### config.mk
export PLATFORM = sky130hd
export DESIGN_NAME = sprite_command_stream_decoder
export DESIGN_NICKNAME = d
export VERILOG_FILES = /design/src/hdl/scd_pkg.sv /design/src/hdl/scd_front.sv /design/src/hdl/scd_evq.sv /design/src/hdl/scd_back.sv /design/src/hdl/sprite_command_stream_decoder.sv
export VERILOG_INCLUDE_DIRS = /design/src /design/src/hdl
export SDC_FILE = /design/constraint.sdc
export NUM_CORES = 1
export LEC_CHECK = 0
export BUFFER_PORTS_ARGS = -buffer_cell sky130_fd_sc_hd__clkbuf_2
export CELL_PAD_IN_SITES_DETAIL_PLACEMENT = 2
export CELL_PAD_IN_SITES_GLOBAL_PLACEMENT = 2
export CORE_MARGIN = 3
export CORE_UTILIZATION = 44
export CTS_CLUSTER_DIAMETER = 100
export DETAILED_ROUTE_END_ITERATION = 10
export HOLD_SLACK_MARGIN = 0.08
export PLACE_DENSITY_LB_ADDON = 0.1
export SYNTH_ARGS = -nofsm -noshare
export SYNTH_HDL_FRONTEND = slang
export SYNTH_SLANG_ARGS = --single-unit
### constraint.sdc
create_clock -name clk -period 5.15 [get_ports clk]
set_clock_uncertainty 0.15 [all_clocks]
set_input_delay 0.2575 -clock clk [delete_from_list [all_inputs] [get_ports clk]]
set_output_delay 0.2575 -clock clk [all_outputs]
set_load 0.03 [all_outputs]
### src/hdl/assert_macros.svh
// ----------------------------------------------------------------------------
// Assertion macros
// Shared concurrent assertion forms for the decoder's checks.
// ----------------------------------------------------------------------------
`ifndef ASSERT_MACROS_SVH
`define ASSERT_MACROS_SVH

// Implication checked at every rising clock edge outside reset.
`define ASSERT_IMPLY(label, clk, rst_n, ante, cons, msg) \
  label: assert property (@(posedge clk) disable iff (!rst_n) (ante) |-> (cons)) \
    else $error(msg);

// Next-cycle implication checked outside reset.
`define ASSERT_NEXT(label, clk, rst_n, ante, cons, msg) \
  label: assert property (@(posedge clk) disable iff (!rst_n) (ante) |=> (cons)) \
    else $error(msg);

`endif

### src/hdl/scd_pkg.sv
// ----------------------------------------------------------------------------
// Sprite command decoder package
// Types, codes and the command completion function shared by the decoder.
// ----------------------------------------------------------------------------
`timescale 1ns / 1ps

package scd_pkg;

  localparam int BYTE_SLOTS = 8;
  localparam int EVQ_DEPTH  = 4;
  localparam int EVQ_AW     = $clog2(EVQ_DEPTH);

  localparam logic [7:0] LEAD_ONE   = 8'h20;
  localparam logic [7:0] LEAD_TWO   = 8'h40;
  localparam logic [7:0] LEAD_THREE = 8'h60;
  localparam logic [7:0] LEAD_FOUR  = 8'h80;
  localparam logic [7:0] LEAD_LEN   = 8'ha0;
  localparam logic [7:0] LEAD_STOP  = 8'hd0;
  localparam logic [7:0] LEAD_BYTE_LAST = 8'h26;
  localparam logic [7:0] LEAD_PAIR_LAST = 8'h42;
  localparam logic [7:0] LEAD_SLOT  = 8'h43;

  localparam logic KIND_WRITE = 1'b0;
  localparam logic KIND_DONE  = 1'b1;

  localparam logic [1:0] STAT_TERM      = 2'd0;
  localparam logic [1:0] STAT_EXHAUSTED = 2'd1;
  localparam logic [1:0] STAT_TRUNCATED = 2'd2;
  localparam logic [1:0] STAT_UNKNOWN   = 2'd3;

  localparam logic [3:0] TGT_DECAY = 4'd7;
  localparam logic [3:0] TGT_SLOT  = 4'd10;

  typedef enum logic [1:0] {
    PH_LEAD = 2'd0,
    PH_LEN  = 2'd1,
    PH_PAY  = 2'd2,
    PH_STOP = 2'd3
  } phase_t;

  typedef struct packed {
    logic       wr_valid;
    logic [3:0] target;
    logic [7:0] slot;
    logic [15:0] value;
    logic       done_valid;
    logic [1:0] status;
  } evt_t;

  // Builds the attribute write for a completed command; wr_valid is low
  // when the command has no defined meaning.
  function automatic evt_t finish_cmd(logic [7:0] lead, logic [7:0] p0, logic [7:0] p1);
    evt_t       ev;
    logic [7:0] offs;
    ev = '0;
    if (lead >= LEAD_ONE && lead <= LEAD_BYTE_LAST) begin
      offs = lead - LEAD_ONE;
      ev.wr_valid = 1'b1;
      ev.target   = offs[3:0];
      ev.value    = {8'h00, p0};
    end else if (lead >= LEAD_TWO && lead <= LEAD_PAIR_LAST) begin
      offs = lead - LEAD_TWO;
      ev.wr_valid = 1'b1;
      ev.target   = offs[3:0] + TGT_DECAY;
      ev.value    = {p0, p1};
    end else begin
      offs = '0;
      if (lead == LEAD_SLOT && {1'b0, p0} < 9'(BYTE_SLOTS)) begin
        ev.wr_valid = 1'b1;
        ev.target   = TGT_SLOT;
        ev.slot     = p0;
        ev.value    = {8'h00, p1};
      end
    end
    return ev;
  endfunction

endpackage

### src/hdl/scd_front.sv
// ----------------------------------------------------------------------------
// Sprite command decoder front end
// Parses one word per cycle while accept is high and turns it into a write and/or done event.
// ----------------------------------------------------------------------------
`timescale 1ns / 1ps

module scd_front (
  input  logic              clk,
  input  logic              rst_n,
  input  logic              accept,
  input  logic [7:0]        data_byte,
  input  logic              end_flag,
  output logic              ev_push,
  output scd_pkg::evt_t     ev
);

  scd_pkg::phase_t phase_r, phase_nxt, phase_cmd;
  logic [7:0] lead_r, lead_nxt;
  logic [7:0] left_r, left_nxt;
  logic [7:0] p0_r, p0_nxt;
  logic [7:0] p1_r, p1_nxt;
  logic [1:0] stop_r, stop_nxt;
  logic [7:0] idx;
  logic [7:0] left_dec;
  logic       fin;

  assign left_dec = left_r - 8'd1;
  assign idx      = {5'd0, lead_r[7:5]} - left_r;

  always_comb begin
    phase_cmd = phase_r;
    unique case (phase_r)
      scd_pkg::PH_LEAD: begin
        if (data_byte == 8'h00 || data_byte >= scd_pkg::LEAD_STOP) begin
          phase_cmd = scd_pkg::PH_STOP;
        end else if (data_byte >= scd_pkg::LEAD_LEN) begin
          phase_cmd = scd_pkg::PH_LEN;
        end else if (data_byte >= scd_pkg::LEAD_ONE) begin
          phase_cmd = scd_pkg::PH_PAY;
        end
      end
      scd_pkg::PH_LEN: begin
        phase_cmd = (data_byte == 8'h00) ? scd_pkg::PH_LEAD : scd_pkg::PH_PAY;
      end
      scd_pkg::PH_PAY: begin
        if (left_dec == 8'h00) begin
          phase_cmd = scd_pkg::PH_LEAD;
        end
      end
      scd_pkg::PH_STOP: begin
        phase_cmd = scd_pkg::PH_STOP;
      end
      default: phase_cmd = phase_r;
    endcase
    phase_nxt = end_flag ? scd_pkg::PH_LEAD : phase_cmd;
  end

  always_comb begin
    lead_nxt = lead_r;
    left_nxt = left_r;
    p0_nxt   = p0_r;
    p1_nxt   = p1_r;
    stop_nxt = stop_r;
    fin      = 1'b0;
    unique case (phase_r)
      scd_pkg::PH_LEAD: begin
        lead_nxt = data_byte;
        p0_nxt   = 8'h00;
        p1_nxt   = 8'h00;
        if (data_byte == 8'h00) begin
          stop_nxt = scd_pkg::STAT_TERM;
        end else if (data_byte >= scd_pkg::LEAD_STOP) begin
          stop_nxt = scd_pkg::STAT_UNKNOWN;
        end else if (data_byte < scd_pkg::LEAD_LEN) begin
          left_nxt = {5'd0, data_byte[7:5]};
          fin      = (data_byte < scd_pkg::LEAD_ONE);
        end
      end
      scd_pkg::PH_LEN: begin
        left_nxt = data_byte;
        fin      = (data_byte == 8'h00);
      end
      scd_pkg::PH_PAY: begin
        if (lead_r < scd_pkg::LEAD_LEN) begin
          if (idx == 8'd0) begin
            p0_nxt = data_byte;
          end else if (idx == 8'd1) begin
            p1_nxt = data_byte;
          end
        end
        left_nxt = left_dec;
        fin      = (left_dec == 8'h00);
      end
      scd_pkg::PH_STOP: begin
        fin = 1'b0;
      end
      default: fin = 1'b0;
    endcase

    ev = '0;
    if (fin) begin
      ev = scd_pkg::finish_cmd(lead_nxt, p0_nxt, p1_nxt);
    end
    ev.done_valid = end_flag;
    if (phase_cmd == scd_pkg::PH_STOP) begin
      ev.status = stop_nxt;
    end else if (phase_cmd == scd_pkg::PH_LEAD) begin
      ev.status = scd_pkg::STAT_EXHAUSTED;
    end else begin
      ev.status = scd_pkg::STAT_TRUNCATED;
    end
    ev_push = accept & (ev.wr_valid | ev.done_valid);

    if (end_flag) begin
      lead_nxt = 8'h00;
      left_nxt = 8'h00;
      p0_nxt   = 8'h00;
      p1_nxt   = 8'h00;
      stop_nxt = scd_pkg::STAT_TERM;
    end
  end

  always_ff @(posedge clk) begin
    if (!rst_n) begin
      phase_r <= scd_pkg::PH_LEAD;
      lead_r  <= 8'h00;
      left_r  <= 8'h00;
      p0_r    <= 8'h00;
      p1_r    <= 8'h00;
      stop_r  <= scd_pkg::STAT_TERM;
    end else if (accept) begin
      phase_r <= phase_nxt;
      lead_r  <= lead_nxt;
      left_r  <= left_nxt;
      p0_r    <= p0_nxt;
      p1_r    <= p1_nxt;
      stop_r  <= stop_nxt;
    end
  end

endmodule

### src/hdl/scd_evq.sv
// ----------------------------------------------------------------------------
// Sprite command decoder event queue
// Short queue of decoded events between the front end and the back end.
// ----------------------------------------------------------------------------
`timescale 1ns / 1ps

module scd_evq (
  input  logic          clk,
  input  logic          rst_n,
  input  logic          push,
  input  scd_pkg::evt_t wr_ev,
  output logic          full,
  input  logic          pop,
  output scd_pkg::evt_t rd_ev,
  output logic          empty
);

  scd_pkg::evt_t mem [scd_pkg::EVQ_DEPTH];
  logic [scd_pkg::EVQ_AW-1:0] wr_ptr_r, rd_ptr_r;
  logic [scd_pkg::EVQ_AW:0]   count_r, count_nxt;
  logic                       do_push, do_pop;

  assign full    = (count_r == (scd_pkg::EVQ_AW+1)'(scd_pkg::EVQ_DEPTH));
  assign empty   = (count_r == '0);
  assign do_push = push & ~full;
  assign do_pop  = pop & ~empty;
  assign rd_ev   = mem[rd_ptr_r];

  always_comb begin
    count_nxt = count_r;
    if (do_push & ~do_pop) begin
      count_nxt = count_r + 1'b1;
    end else if (do_pop & ~do_push) begin
      count_nxt = count_r - 1'b1;
    end
  end

  always_ff @(posedge clk) begin
    if (do_push) begin
      mem[wr_ptr_r] <= wr_ev;
    end
  end

  always_ff @(posedge clk) begin
    if (!rst_n) begin
      wr_ptr_r <= '0;
      rd_ptr_r <= '0;
      count_r  <= '0;
    end else begin
      count_r <= count_nxt;
      if (do_push) begin
        wr_ptr_r <= wr_ptr_r + 1'b1;
      end
      if (do_pop) begin
        rd_ptr_r <= rd_ptr_r + 1'b1;
      end
    end
  end

endmodule

### src/hdl/scd_back.sv
// ----------------------------------------------------------------------------
// Sprite command decoder back end
// Expands each event into one or two result words in an output register.
// ----------------------------------------------------------------------------
`timescale 1ns / 1ps

module scd_back (
  input  logic          clk,
  input  logic          rst_n,
  input  scd_pkg::evt_t q_ev,
  input  logic          q_empty,
  output logic          q_pop,
  output logic          out_empty,
  input  logic          out_pop,
  output logic          out_kind,
  output logic [3:0]    out_target,
  output logic [7:0]    out_slot_index,
  output logic [15:0]   out_value,
  output logic [1:0]    out_status,
  output logic          out_last
);

  scd_pkg::evt_t cur_r;
  logic          valid_r;
  logic          sel_done_r;
  logic          taken;
  logic          to_done;
  logic          load;

  assign taken   = out_pop & valid_r;
  assign to_done = taken & ~sel_done_r & cur_r.done_valid;
  assign load    = (~valid_r | (taken & ~to_done)) & ~q_empty;
  assign q_pop   = load;

  assign out_empty = ~valid_r;

  always_comb begin
    if (sel_done_r) begin
      out_kind       = scd_pkg::KIND_DONE;
      out_target     = 4'd0;
      out_slot_index = 8'h00;
      out_value      = 16'h0000;
      out_status     = cur_r.status;
      out_last       = 1'b1;
    end else begin
      out_kind       = scd_pkg::KIND_WRITE;
      out_target     = cur_r.target;
      out_slot_index = cur_r.slot;
      out_value      = cur_r.value;
      out_status     = scd_pkg::STAT_TERM;
      out_last       = ~cur_r.done_valid;
    end
  end

  always_ff @(posedge clk) begin
    if (load) begin
      cur_r <= q_ev;
    end
  end

  always_ff @(posedge clk) begin
    if (!rst_n) begin
      valid_r    <= 1'b0;
      sel_done_r <= 1'b0;
    end else if (to_done) begin
      sel_done_r <= 1'b1;
    end else if (load) begin
      valid_r    <= 1'b1;
      sel_done_r <= ~q_ev.wr_valid;
    end else if (taken) begin
      valid_r    <= 1'b0;
    end
  end

endmodule

### src/hdl/sprite_command_stream_decoder.sv
// ----------------------------------------------------------------------------
// Sprite command stream decoder
// Decodes command list words into sprite attribute writes and done words.
// ----------------------------------------------------------------------------
// Input channel: a word carries one command byte and an end mark; it is
// taken when in_push is high and in_full is low. Result channel: the oldest
// result sits on the out_ ports while out_empty is low and leaves when
// out_pop is high. A byte may cause no result, one attribute write, one
// done word, or a write followed by a done word; out_last marks the final
// result of each byte.
// Throughput is one input word per cycle while in_full is low. An event
// goes from the front end into the queue at the edge that accepts its
// input word, and from the queue into the output register once that
// register is free. A byte that yields both a write and a done word holds
// the output register for two pops.
// When the receiver stalls, the four-entry event queue fills and in_full
// rises; nothing is dropped. Reset returns the parser to expect a lead byte
// and empties the queue and output register.
// ----------------------------------------------------------------------------
`timescale 1ns / 1ps
`include "assert_macros.svh"

module sprite_command_stream_decoder (
  input  logic        clk,
  input  logic        rst_n,
  input  logic        in_push,
  output logic        in_full,
  input  logic [7:0]  in_data_byte,
  input  logic        in_end_flag,
  output logic        out_empty,
  input  logic        out_pop,
  output logic        out_kind,
  output logic [3:0]  out_target,
  output logic [7:0]  out_slot_index,
  output logic [15:0] out_value,
  output logic [1:0]  out_status,
  output logic        out_last
);

  scd_pkg::evt_t front_ev;
  scd_pkg::evt_t q_ev;
  logic          ev_push;
  logic          q_empty;
  logic          q_pop;
  logic          accept;

  assign accept = in_push & ~in_full;

  scd_front u_front (
    .clk       (clk),
    .rst_n     (rst_n),
    .accept    (accept),
    .data_byte (in_data_byte),
    .end_flag  (in_end_flag),
    .ev_push   (ev_push),
    .ev        (front_ev)
  );

  scd_evq u_evq (
    .clk   (clk),
    .rst_n (rst_n),
    .push  (ev_push),
    .wr_ev (front_ev),
    .full  (in_full),
    .pop   (q_pop),
    .rd_ev (q_ev),
    .empty (q_empty)
  );

  scd_back u_back (
    .clk            (clk),
    .rst_n          (rst_n),
    .q_ev           (q_ev),
    .q_empty        (q_empty),
    .q_pop          (q_pop),
    .out_empty      (out_empty),
    .out_pop        (out_pop),
    .out_kind       (out_kind),
    .out_target     (out_target),
    .out_slot_index (out_slot_index),
    .out_value      (out_value),
    .out_status     (out_status),
    .out_last       (out_last)
  );

  `ASSERT_IMPLY(a_done_last, clk, rst_n, !out_empty && out_kind == scd_pkg::KIND_DONE,
    out_last, "Done word not marked last.")
  `ASSERT_IMPLY(a_done_clean, clk, rst_n, !out_empty && out_kind == scd_pkg::KIND_DONE,
    out_target == 4'd0 && out_value == 16'h0000 && out_slot_index == 8'h00,
    "Done word carries write fields.")
  `ASSERT_IMPLY(a_write_status, clk, rst_n, !out_empty && out_kind == scd_pkg::KIND_WRITE,
    out_status == scd_pkg::STAT_TERM && out_target <= scd_pkg::TGT_SLOT,
    "Write word has bad status or target.")
  `ASSERT_IMPLY(a_slot_range, clk, rst_n,
    !out_empty && out_kind == scd_pkg::KIND_WRITE && out_target == scd_pkg::TGT_SLOT,
    9'(out_slot_index) < 9'(scd_pkg::BYTE_SLOTS), "Byte slot index out of range.")

endmodule
# Yosys cells after proc, flatten, opt, wreduce, memory -nomap -nowiden
# Memory sizes are Yosys's and may differ from the RTL's. A register that Yosys moved wholly into a read port is not among the register bits.
# Index checks and enable logic that the tools add are counted.
totals:
  inputBits: 13
  ram_bits: 128
  elab_cells: 142
  romBits: 0
  output_inout_bits: 34
  mem_count: 1
  latch_bits: 0
  regBits: 76
classes:
  n_lt_le_gt_ge: 11
  bitwise: 22
  add_sub_neg: 9
  n_mux: 57
  mul: 0
  n_eq_ne: 10
  n_reduce_logical: 16
  shifts: 0
  div: 0
memory_table:
  columns: ["name", "words", "width", "read_ports", "rd_clocked_by_memory_dff", "write_ports", "line", "rtl"]
  rows:
  - ["u_evq.mem", 4, 32, 1, 1, 1, "scd_evq.sv:18", "scd_pkg::evt_t mem [scd_pkg::EVQ_DEPTH];"]
ops:
  columns: ["op", "n"]
  rows:
  - ["two-way mux 8 bit", 16]
  - ["two-way mux 16 bit", 3]
  - ["two-way mux 32 bit", 1]
  - ["one-hot mux 8 bit (2 select lines)", 2]
  - ["two-way mux 2 bit", 15]
  - ["two-way mux 29 bit", 1]
  - ["zero test 8 bit", 3]
  - ["one-hot mux 8 bit (3 select lines)", 1]
  - ["greater-or-equal comparator 8 x 6 -> 1 bit (second input constant)", 2]
  - ["greater-or-equal comparator 8 bit (second input constant)", 2]
  - ["< comparator 8 bit (second input constant)", 2]
  - ["bitwise AND 1 bit", 11]
  - ["two-way mux 1 bit", 11]
  - ["two-way mux 5 bit", 2]
  - ["inverter 1 bit", 9]
  - ["equality test 8 x 1 -> 1 bit (second input constant)", 1]
  - ["equality test 8 x 7 -> 1 bit (second input constant)", 1]
  - ["greater-or-equal comparator 8 x 7 -> 1 bit (second input constant)", 1]
  - ["<= comparator 8 x 6 -> 1 bit (second input constant)", 1]
  - ["<= comparator 8 x 7 -> 1 bit (second input constant)", 1]
  - ["< comparator 8 x 4 -> 1 bit (second input constant)", 1]
  - ["< comparator 8 x 6 -> 1 bit (second input constant)", 1]
  - ["one-hot mux 2 bit (4 select lines)", 1]
  - ["subtractor 3 x 8 -> 8 bit", 1]
  - ["other kinds (23)", 35]

# Logic depth before layout (Yosys ltp)
depth:
  ltp_word: 18
  mapped_depth: 17
  ltp_nobuf: 15

# Modules after synthesis
# Synthesis repeated with hierarchy kept, for this count alone.
hier_totals:
  hier_cells: 689
  hier_area_um2: 9415.3
by_module_without_submodules:
  columns: ["module", "area_each_um2", "cells_per_inst", "n_inst", "seq_area_each_um2"]
  rows:
  - ["scd_evq", 5147.4, 215, 1, 4023.9]
  - ["scd_front", 3001.6, 395, 1, 720.7]
  - ["scd_back", 1252.5, 78, 1, 970.9]
  - ["sprite_command_stream_decoder", 13.8, 1, 1, 0.0]

# Worst setup path after synthesis
# OpenSTA, ideal clock, no wires.
synth_path:
  kind: "reg2reg"
  from: "register u_back.sel_done_r"
  to: "register u_evq.count_r[2] in the netlist's numbering"
  n_path_buf: 0
  required_time_ns: 4.928
  setup_time_ns: 0.072
  setup_slack_ns: 1.066
  arrival_time_ns: 3.862
  stages_incl_launch_ff: 12
  period_less_slack_ns: 4.084
  path_cell_list: "dfxtp_1 -> inv_1 -> nand2_1 -> nand2_1 -> a21oi_1 -> inv_1 -> ha_1 -> inv_1 -> fa_1 -> xor2_1 -> or3_1 -> a21oi_1"
synth_between:
  elab_chain_cells: 11
  elab_cells_between_ends: 13
  classes_between: "mux: 1; bitwise: 11; reduce/logical: 1"
synth_lines:
  columns: ["element", "line", "rtl"]
  rows:
  - ["start, declared", "scd_back.sv:25", "logic sel_done_r;"]
  - ["start signal, assigned", "scd_back.sv:69", "sel_done_r <= ~q_ev.wr_valid;"]
  - ["inverter 1 bit *", "scd_back.sv:31", "assign to_done = taken & ~sel_done_r & cur_r.done_valid;"]
  - ["bitwise AND 1 bit * (2 in a row)", "scd_back.sv:31", null]
  - ["inverter 1 bit (no source line) *", null, null]
  - ["bitwise AND 1 bit *", "scd_back.sv:32", "assign load = (~valid_r | (taken & ~to_done)) & ~q_empty;"]
  - ["OR 1 bit *", "scd_back.sv:32", null]
  - ["bitwise AND 1 bit *", "scd_back.sv:32", null]
  - ["net q_pop", "sprite_command_stream_decoder.sv:44", "logic q_pop;"]
  - ["bitwise AND 1 bit *", "scd_evq.sv:26", "assign do_pop = pop & ~empty;"]
  - ["inverter 1 bit", "scd_evq.sv:31", "if (do_push & ~do_pop) begin"]
  - ["bitwise AND 1 bit", "scd_evq.sv:31", null]
  - ["two-way mux 3 bit / nonzero test 2 bit (equally long branches)", null, null]
  - ["end signal, assigned", "scd_evq.sv:50", "count_r <= count_nxt;"]
  - ["end, declared", "scd_evq.sv:20", "logic [scd_pkg::EVQ_AW:0] count_r, count_nxt;"]
# Mark *: on every way through the listed nets, which the timed path passes. The rest lies on a longest branch.
# A chain may end at the register's enable or synchronous reset.

# Worst setup path after layout
layout_path:
  from: "register u_front.lead_r[5]"
  to: "register u_evq.count_r[2] in the netlist's numbering"
layout_between:
  elab_chain_cells: 17
  elab_cells_between_ends: 28
  classes_between: "add/sub: 1; order compare: 6; eq/ne: 1; mux: 9; bitwise: 6; reduce/logical: 5"
layout_lines:
  columns: ["element", "line", "rtl"]
  rows:
  - ["start, declared", "scd_front.sv:18", "logic [7:0] lead_r, lead_nxt;"]
  - ["start signal, assigned", "scd_front.sv:133", "lead_r <= lead_nxt;"]
  - ["subtractor 3 x 8 -> 8 bit", "scd_front.sv:28", "assign idx = {5'd0, lead_r[7:5]} - left_r;"]
  - ["zero test 8 bit", "scd_front.sv:85", "if (idx == 8'd0) begin"]
  - ["two-way mux 8 bit", "scd_front.sv:85", null]
  - ["two-way mux 8 bit", "scd_front.sv:84", "if (lead_r < scd_pkg::LEAD_LEN) begin"]
  - ["one-hot mux 8 bit (2 select lines)", "scd_front.sv:65", "unique case (phase_r)"]
  - ["< comparator 8 x 4 -> 1 bit", "scd_pkg.sv:68", "if (lead == LEAD_SLOT && {1'b0, p0} < 9'(BYTE_SLOTS)) begin"]
  - ["logical AND 1 bit", "scd_pkg.sv:68", null]
  - ["two-way mux 29 bit", "scd_pkg.sv:68", null]
  - ["two-way mux 5 bit", "scd_pkg.sv:61", "end else if (lead >= LEAD_TWO && lead <= LEAD_PAIR_LAST) begin"]
  - ["two-way mux 5 bit *", "scd_pkg.sv:56", "if (lead >= LEAD_ONE && lead <= LEAD_BYTE_LAST) begin"]
  - ["two-way mux 32 bit *", "scd_front.sv:101", "if (fin) begin"]
  - ["OR 1 bit *", "scd_front.sv:112", "ev_push = accept & (ev.wr_valid | ev.done_valid);"]
  - ["bitwise AND 1 bit *", "scd_front.sv:112", null]
  - ["bitwise AND 1 bit *", "scd_evq.sv:25", "assign do_push = push & ~full;"]
  - ["inverter 1 bit", "scd_evq.sv:33", "end else if (do_pop & ~do_push) begin"]
  - ["bitwise AND 1 bit", "scd_evq.sv:33", null]
  - ["nonzero test 2 bit (no source line)", null, null]
# Mark *: on every way between the ends. The rest lies on a longest branch, timed or not.

==> results.json <==
{
  "status": "finished clean",
  "cts.repair.resized": 0,
  "fmax_mhz": 234,
  "required_ns": 5.41,
  "cp-start-kind": "flip-flop",
  "clk_latency_ns": 0.52,
  "drive_above_1_share_pct": 20.9,
  "grt_max_degree": 37,
  "vdd_ir_drop_max_v": 0.000265,
  "drc": 0,
  "overflow": 0,
  "die_x_um": 150,
  "area_growth_pct": 16.1,
  "io_pins": 47,
  "dr.first_iter.drc_count": 356,
  "grt.total_usage_pct": 24.2,
  "cp_max_fo": 7,
  "slew_headroom_pct": 23.8,
  "htreeDepth": 1,
  "fin_crit_ns": 4.27,
  "synth_top_area_share_pct": 52.1,
  "hold_class": "in2reg",
  "grt_pass1_wl_um": 40800,
  "coreArea_um2": 20400,
  "worstMarginPinSlew_ns": 1.14,
  "num_vias": 5804,
  "yosysSeqAreaShare_pct": 62.4,
  "synthFlopType": "edfxtp_1",
  "cts-root-buf": "clkbuf_16",
  "layout_worst_path_cycle_share_pct": 83.0,
  "rsz0062_at_grt": "no",
  "syn_avg_cell_area_um2": 13.8,
  "antenna_cells": 0,
  "clock-sinks": 206,
  "port_buffers": 46,
  "setup_viol": 0,
  "final-max-slew-violation-count": 0,
  "initial_core_util_pct": 45.0,
  "antenna_found_initial": 0,
  "worstSetupPathType": "reg2reg",
  "dp_hpwl_um": 17300,
  "rows": 52,
  "synth_edf_count": 159,
  "synthDistinctLibCells": 65,
  "wl_per_cell_um": 25.8,
  "nNetsFinal": 776,
  "cts_tree": "built",
  "synth-seq-cells": 206,
  "ys_warn_count": 0,
  "tns_ns": 0,
  "numCtsBuffers": 24,
  "synth-async-reset-ratio_pct": 0,
  "syn-cell-area_um2": 9170,
  "fillers": 1925,
  "leakage_uw": 0.00389,
  "die_h_um": 150,
  "grt_pass1_vias": 6405,
  "cp_data_arrival_time_ns": 4.54,
  "drtAntennaViolNets": 0,
  "hold_slack_ns": 0.134,
  "power_density_nw_per_um2": 507,
  "endpoint_kind": "flip-flop",
  "vias_per_cell": 5.62,
  "die_area_um2": 22600,
  "wl_um": 26600,
  "hold_viol": 0,
  "clockBufferDepth": 3,
  "dr.pass1.iters": 4,
  "synth_top_area_cell": "edfxtp_1",
  "netlist_instances": 663,
  "clk_pin_slew_ns": 0.06,
  "cap_viol_max_count": 0,
  "gpl.final_weighted_congestion": 0.828,
  "synthTopCellsByArea": "edfxtp_1, dfxtp_1, mux4_2"
}
## power breakdown
part / leakage (µW) / switching, µW / total [µW] / internal [µW]
Combinational: 0.00153 / 1040 / 1550 / 506
Sequential: 0.00198 / 101 / 2160 / 2060
Clock: 0.000381 / 684 / 1690 / 1010
## through the flow
step / power (µW) / util (%) / worst slack, ns / std cells / instance area (µm²)
after detailed placement: 3730 / 48.0 / 0.937 / 980 / 9780
after CTS: 5460 / 52.2 / 0.901 / 1031 / 10600
after global routing: 5640 / 52.2 / 0.727 / 1032 / 10600
final: 5390 / 52.2 / 0.877 / 1032 / 10600
after global placement: 3620 / 48.0 / 1.19 / 980 / 9780
after floorplan: 3230 / - / 1.07 / 682 / 9240
## final timing paths
path	start	endpoint	slack, ns	cells past startpoint
min	in_push	u_front.stop_r[1]	0.13	4
max reg2reg	u_front.lead_r[5]	u_evq.count_r[2]	0.88	15
min reg2reg	u_front.stop_r[1]	u_front.stop_r[1]	0.34	2
max	u_front.lead_r[5]	u_evq.count_r[2]	0.88	15
## cell usage in the layout (no fill, tap or decap), types with 8 or more instances in the layout
cell type and n:
dfxtp_1 46, nor3_1 12, edfxtp_1 159, inv_1 29, nor2_1 67, conb_1 20, and2_1 15, clkinv_1 8
a21oi_1 13, o21ai_0 18, a22oi_1 21, nand2_1 44, mux2i_1 27, nand3_1 10, mux4_2 32, clkbuf_2 47
nor2b_1 32, buf_4 13, mux2_2 8, clkbuf_16 24, a211oi_2 8, ha_1 17
## logic make-up after synthesis
| kind of cell | synth area share (%) |
|---|---|
| flops | 62.4 |
| other cells | 0.0409 |
| simple gates | 11.5 |
| compound gates | 7.82 |
| fa+ha+maj | 2.76 |
| xor+xnor | 0.860 |
| buf+inv | 2.69 |
| mux | 11.9 |
## layout make-up
class | instances | area (µm²) | area share (%)
Clock inverter | 16 | 161 | 1.52
Sequential cell | 206 | 5720 | 53.7
Timing Repair Buffer | 67 | 403 | 3.79
Inverter | 30 | 113 | 1.06
Clock buffer | 28 | 616 | 5.79
Tap cell | 270 | 338 | 3.18
Multi-Input combinational cell | 415 | 3290 | 30.9
## worst max-delay path, stage by stage, from the launching register on
cell and delay [ns]:
dfxtp_1 0.39, inv_1 0.06, ha_1 0.22, fa_1 0.41
xor2_1 0.18, nand4_1 0.10, a21oi_1 0.48, o311ai_2 0.21
mux2i_1 0.32, o31a_2 0.30, ha_1 0.23, inv_1 0.08
fa_1 0.38, xor2_1 0.18, or3_1 0.31, a21oi_1 0.16
## sequential cells by signal, summed over array words and instances, names as in the netlist, named ones only
signal / cells
u_front.left_r: 8
u_front.lead_r: 8
u_back.sel_done_r: 1
u_front.p1_r: 8
u_back.valid_r: 1
u_back.cur_r: 31
u_evq.rd_ptr_r: 2
u_front.phase_r: 2
u_front.stop_r: 2
u_evq.wr_ptr_r: 2
u_evq.mem: 128
u_evq.count_r: 3
u_front.p0_r: 8
## synth_stat cells, types with 2 or more instances
cell type  number
o311ai_4        2
nor4_1          2
a31oi_1         3
a2111oi_0       2
mux4_2         32
o21a_1          2
clkbuf_1       22
mux2i_1        27
nor3b_1         3
a211oi_2        8
and2_1         15
dfxtp_1        47
xnor2_1         4
inv_1          29
mux2_2          8
a22oi_1        21
fa_1            2
edfxtp_1      159
buf_2           2
a21o_1          2
xor2_1          5
nand2b_1        6
a21oi_1        15
a211oi_1        3
nand2_1        44
nor3_1         12
o31ai_1         3
buf_6           2
nor2b_1        32
buf_1           5
o21ai_0        18
ha_1           17
nor4_2          2
nand3_1        10
nor2_1         67
## per-layer routing
layer,vias up,GRT usage [%],part of all wire [%]
met2,120,43.9,53
met4,0,5.35,1.9
li1,2609,-,-
met5,-,0,0
met3,39,3.07,3.1
met1,3036,31.0,42
## timing repair
action	in CTS	in global routing
buffers inserted	0	0
hold buffers	7	0
hold endpoints to repair	15	0
No activity file was read; power rests on OpenSTA's default activity.
